File: src/hdl/tmcw_pkg.sv
package tmcw_pkg;

   localparam logic [15:0] BLANK_CELL   = 16'h0020;
   localparam logic [7:0]  NEWLINE_CODE = 8'd10;
   localparam logic [7:0]  ATTR_RESET   = 8'h0F;

   // Command classes handed from front to back.
   typedef enum logic [1:0] {
      CMD_PUT,        // write a character cell, advance cursor
      CMD_NEWLINE,    // move to start of next line
      CMD_READ,       // read one cell, address in range
      CMD_READ_NONE   // read outside the screen, answers 0
   } cmd_kind_type;

   typedef struct packed {
      cmd_kind_type kind;
      logic [7:0]   char_code;
      logic [4:0]   row;
      logic [6:0]   column;
   } cmd_type;

   typedef enum logic [1:0] {
      ST_CLEAR,
      ST_IDLE,
      ST_READ,
      ST_BLANK
   } state_type;

endpackage

File: src/hdl/tmcw_queue.sv
module tmcw_queue (
   input  logic               clock,
   input  logic               reset,
   input  logic               push,
   input  tmcw_pkg::cmd_type  push_cmd,
   output logic               full,
   input  logic               pop,
   output logic               not_empty,
   output tmcw_pkg::cmd_type  head_cmd
);

   // two-entry command queue
   tmcw_pkg::cmd_type entry_ff [2];
   logic              wr_ptr_ff, wr_ptr_in;
   logic              rd_ptr_ff, rd_ptr_in;
   logic [1:0]        count_ff, count_in;

   assign full      = (count_ff == 2'd2);
   assign not_empty = (count_ff != 2'd0);
   assign head_cmd  = entry_ff[rd_ptr_ff];

   always_comb begin
      wr_ptr_in = push ? !wr_ptr_ff : wr_ptr_ff;
      rd_ptr_in = pop ? !rd_ptr_ff : rd_ptr_ff;
      count_in  = count_ff;
      if (push && !pop) begin
         count_in = count_ff + 2'd1;
      end else if (pop && !push) begin
         count_in = count_ff - 2'd1;
      end
   end

   always_ff @(posedge clock) begin
      if (reset) begin
         wr_ptr_ff <= 1'b0;
         rd_ptr_ff <= 1'b0;
         count_ff  <= 2'd0;
      end else begin
         wr_ptr_ff <= wr_ptr_in;
         rd_ptr_ff <= rd_ptr_in;
         count_ff  <= count_in;
      end
   end

   always_ff @(posedge clock) begin
      if (push) begin
         entry_ff[wr_ptr_ff] <= push_cmd;
      end
   end

endmodule

File: config.mk
export PLATFORM = sky130hd
export DESIGN_NAME = tmcw_queue
export DESIGN_NICKNAME = d
export VERILOG_FILES = /design/src/hdl/tmcw_pkg.sv /design/src/hdl/tmcw_queue.sv
export SDC_FILE = /design/constraint.sdc
export NUM_CORES = 1
export LEC_CHECK = 0
export CORE_ASPECT_RATIO = 1.25
export CORE_UTILIZATION = 58
export CTS_BUF_LIST = sky130_fd_sc_hd__clkbuf_4
export DETAILED_ROUTE_END_ITERATION = 8
export DONT_BUFFER_PORTS = 1
export GPL_ROUTABILITY_DRIVEN = 0
export HOLD_SLACK_MARGIN = 0.15
export PLACE_DENSITY = 0.74
export SYNTH_ARGS = -nofsm -noshare
export SYNTH_HDL_FRONTEND = slang
export SYNTH_SLANG_ARGS = --single-unit
File: constraint.sdc
create_clock -name clock -period 1.9 [get_ports clock]
set_clock_uncertainty 0.2 [all_clocks]
set_input_delay 0.38 -clock clock [delete_from_list [all_inputs] [get_ports clock]]
set_output_delay 0.38 -clock clock [all_outputs]
set_load 0.01 [all_outputs]
# Word level (Yosys, flattened, before mapping)
# Memory sizes are Yosys's and may differ from the RTL's. A register that Yosys moved wholly into a read port is not among the register bits.
# Index checks and enable logic that the tools add are counted.
# op_classes
mux	6
addsub	2
reduce_logical	8
eq_ne	1
# ops
op	n
$logic_not 1->1	4
$mux 1	4
$mux 2	2
$reduce_bool 2->1	2
$add 2x1->2 const B	1
$eq 2x2->1 const B	1
$logic_and 1x1->1	2
$sub 2x1->2 const B	1
# totals
regBits	4
output_inout_bits	24
ramBits	44
mem_count	1
input_bits	26
# memory_table
name	words	word_bits	read_ports	rd_clocked_by_memory_dff	wr	line_no	source
entry_ff	2	22	1	1	1	tmcw_queue.sv:13	tmcw_pkg::cmd_type entry_ff [2];

# Depth between registers and ports, before layout
# depth
word_depth	4
ltp_mapped	5
mapped_depth_nobuf	5

# Worst setup path after synthesis
# Ideal clock, no wire load.
# synth_timing
path_kind	input to register
start	in push
end	mem entry_ff[0][0] (netlist bit) (enable)
slack_ps	-104
cell_stages	1
arrival_time_ps	1400
setup_ps	403
t_required_ps	1297
path_cell_list	nor2b_1
# synth_between
elab_chain_len	2
# synth_rtl
item	line_no	source
start: declaration	tmcw_queue.sv:4	input logic push,
$mux 1	tmcw_queue.sv:46	if (push) begin
$mux 1 (implied by the code)	tmcw_queue.sv:47	entry_ff[wr_ptr_ff] <= push_cmd;
end: declaration	tmcw_queue.sv:13	
# Every way passes these cells.

==> results.cfg <==
[synthesis]
synth-edff-count = 44
async_reset_ff_share_pct = 0
yosysWarnings = 0
synth_cells = 90
synth.top_cells.by_area = edfxtp_1, mux2_2, dfxtp_1
synth_ff_type = edfxtp_1
synth_commonest_cells = edfxtp_1, mux2_2, dfxtp_1, nor2_1
synthesis.area_um2 = 1790
synth_top_cell_area_share_pct = 73.8
syn_nets = 117
synth_seq_area_share_pct = 79.4
synth.most_common_cell = edfxtp_1
yosysUniqueCellTypes = 16
yosysTopAreaCell = edfxtp_1
ys_seq_elements = 49
avgSynthCellArea_um2 = 19.9

[final_layout]
drive_gt1_share_pct = 30.5
area_delta_synth_final_pct = 22.6
final_nets = 155
diodes = 0

[timing]
slew_headroom_pct = 83.9
fin_crit_ns = 1.87
hold_viol = 0
period_share_pct = 98.5
fmax_mhz = 534
fin_ws_ns = 0.0284
grt_setup_unrepaired = yes
tightest_slew_ns = 0.239
hold-worst-slack_ns = 0.223
setup_violations = 0
slew_violations = 0

[die]
pin_count = 50
die_w_um = 51.7
start_util_pct = 60.7
die_y_um = 64.1
rows = 22
core_area_um2 = 2950
die_area_um2 = 3310

[critical_path]
crit_required_ns = 1.32
arrival_ns = 1.29
crit_type = reg2out
critPathCaptureType = output port
cp_max_fo = 7
r2r_cells = 3
cp-start-kind = flop

[detailed_routing]
drt_drc_violations_left = 0
wirelength_um = 3000
final_antenna_net_count = 0
vias = 906
post_drt_via_cell_ratio = 5.52
wl_per_cell_um = 18.3
drt_iter0_markers = 35
firstDrtPassIters = 4

[min_path]
holdCritPathClass = in2reg
worstHoldPathCells = 4

[placed_design]
pre_cts_slack_ns = 0.371
hpwlAfterDp_um = 1800
portBuffers = 0

[power_and_ir_drop]
switchingPower_w = 0.000446
p_per_area_nw_per_um2 = 900
p_comb_share_pct = 13.3
power.share.clock_pct = 22.1
p_leak_nw = 0.769
seqPwrFrac_pct = 64.6
internal_power_w = 0.00153
swShare_pct = 22.6
vdd_drop_max_mv = 0.755

[clocking]
cts_tree = built
clkTransAtPathRegs_ns = 0.12
clkLatencyLatePin_ns = 0.35
cts_sinks = 49
cts_buffer_depth = 2
cts_buffers = 5
post-cts-setup-buffer-count = 0
cts-htree-levels = 2
root_buffer = clkbuf_4

[run]
max_cap_violations = 0

[grt]
grt_pass1_vias = 991
grt_usage_pct = 21.3
grt_pass1_wl_um = 4750
grt-ovfl-total = 0
grt_max_degree = 16
use_met3_pct = 7.62
met1_usage_pct = 23.4
antenna_found_initial = 0
grt_busiest_layer = met2
met2_usage_pct = 35.7

[status]
status = complete, no violations
## layout make-up
| type | count | area, um2 |
|---|---|---|
| Inverter | 1 | 3.75 |
| Clock buffer | 6 | 45.0 |
| Clock inverter | 1 | 3.75 |
| Multi-Input combinational cell | 38 | 357 |
| Fill cell | 194 | 752 |
| Sequential cell | 49 | 1420 |
| Timing Repair Buffer | 33 | 317 |
| Tap cell | 36 | 45.0 |
## sequential cells by signal (all words and copies together) (netlist names), named ones only
name / cells
entry_ff: 44
count_ff: 2
rd_ptr_ff: 1
wr_ptr_ff: 1
## stage by stage
stage          instances  total power (W)  util [%]  area (um2)  setup TNS [ns]
6_report             164          0.00197      74.5        2190               0
5_1_grt              164          0.00205      74.5        2190          -0.280
4_1_cts              164          0.00199      74.5        2190               0
3_5_place_dp         130          0.00150      63.6        1870               0
3_3_place_gp         130          0.00149      63.6        1870               0
2_1_floorplan         90          0.00145         -        1790               0
## worst max-delay path, stage by stage, from the launching register on
cell,delay (ns)
dfxtp_2,0.37
buf_4,0.17
mux2_2,0.38
## power by group through the flow
stage | logic (W) | clock network (W) | registers, W
after CTS | 0.000263 | 0.000454 | 0.00128
after detailed placement | 0.000204 | 0 | 0.00130
after global routing | 0.000283 | 0.000480 | 0.00128
after floorplan | 0.000162 | 0 | 0.00129
after global placement | 0.000199 | 0 | 0.00129
final | 0.000263 | 0.000436 | 0.00127
## final timing paths
check,startpoint,to,slack [ns]
worst max-delay path,flop,head_cmd[16],0.03
worst min-delay path,pop,count_ff[0],0.22
worst max register to register,rd_ptr_ff,flop,0.46
worst min register to register,rd_ptr_ff,rd_ptr_ff,0.37
## layer usage
metal / share of wire, % / up-vias
met3: 6.5 / 5
met1: 37 / 445
met2: 55 / 35
li1: - / 421
met5: 0 / -
met4: 1.5 / 0
## timing repair
action,CTS,global route
hold endpoints to repair,49,0
hold buffers,26,0
gates resized for setup,3,0
setup endpoints to repair,15,14
gates cloned,1,0
## cells in the final DEF, fill, tap and decap left out, drive strengths merged
cell          n
xor2          2
and2          1
ha            1
o21ai         1
dfxtp         5
clkinv        1
edfxtp       44
xnor2         2
and2b         1
nor2b         1
inv           1
or2           1
clkbuf        6
a21oi         1
nor2          4
mux2         22
buf           7
or3           1
dlygate4sd3  26
## cells by family (layout without fill, tap and decap cells)
| kind of cell | after synthesis | in the layout | share of synthesized area, % |
|---|---|---|---|
| mux | 22 | 22 | 13.8 |
| buf+inv | 3 | 41 | 0.769 |
| flops | 49 | 49 | 79.4 |
| fa+ha+maj | 1 | 1 | 0.699 |
| simple gates | 9 | 9 | 2.73 |
| xor+xnor | 4 | 4 | 1.96 |
| compound gates | 2 | 2 | 0.559 |
Note: power is estimated with default switching activity, not from simulation.
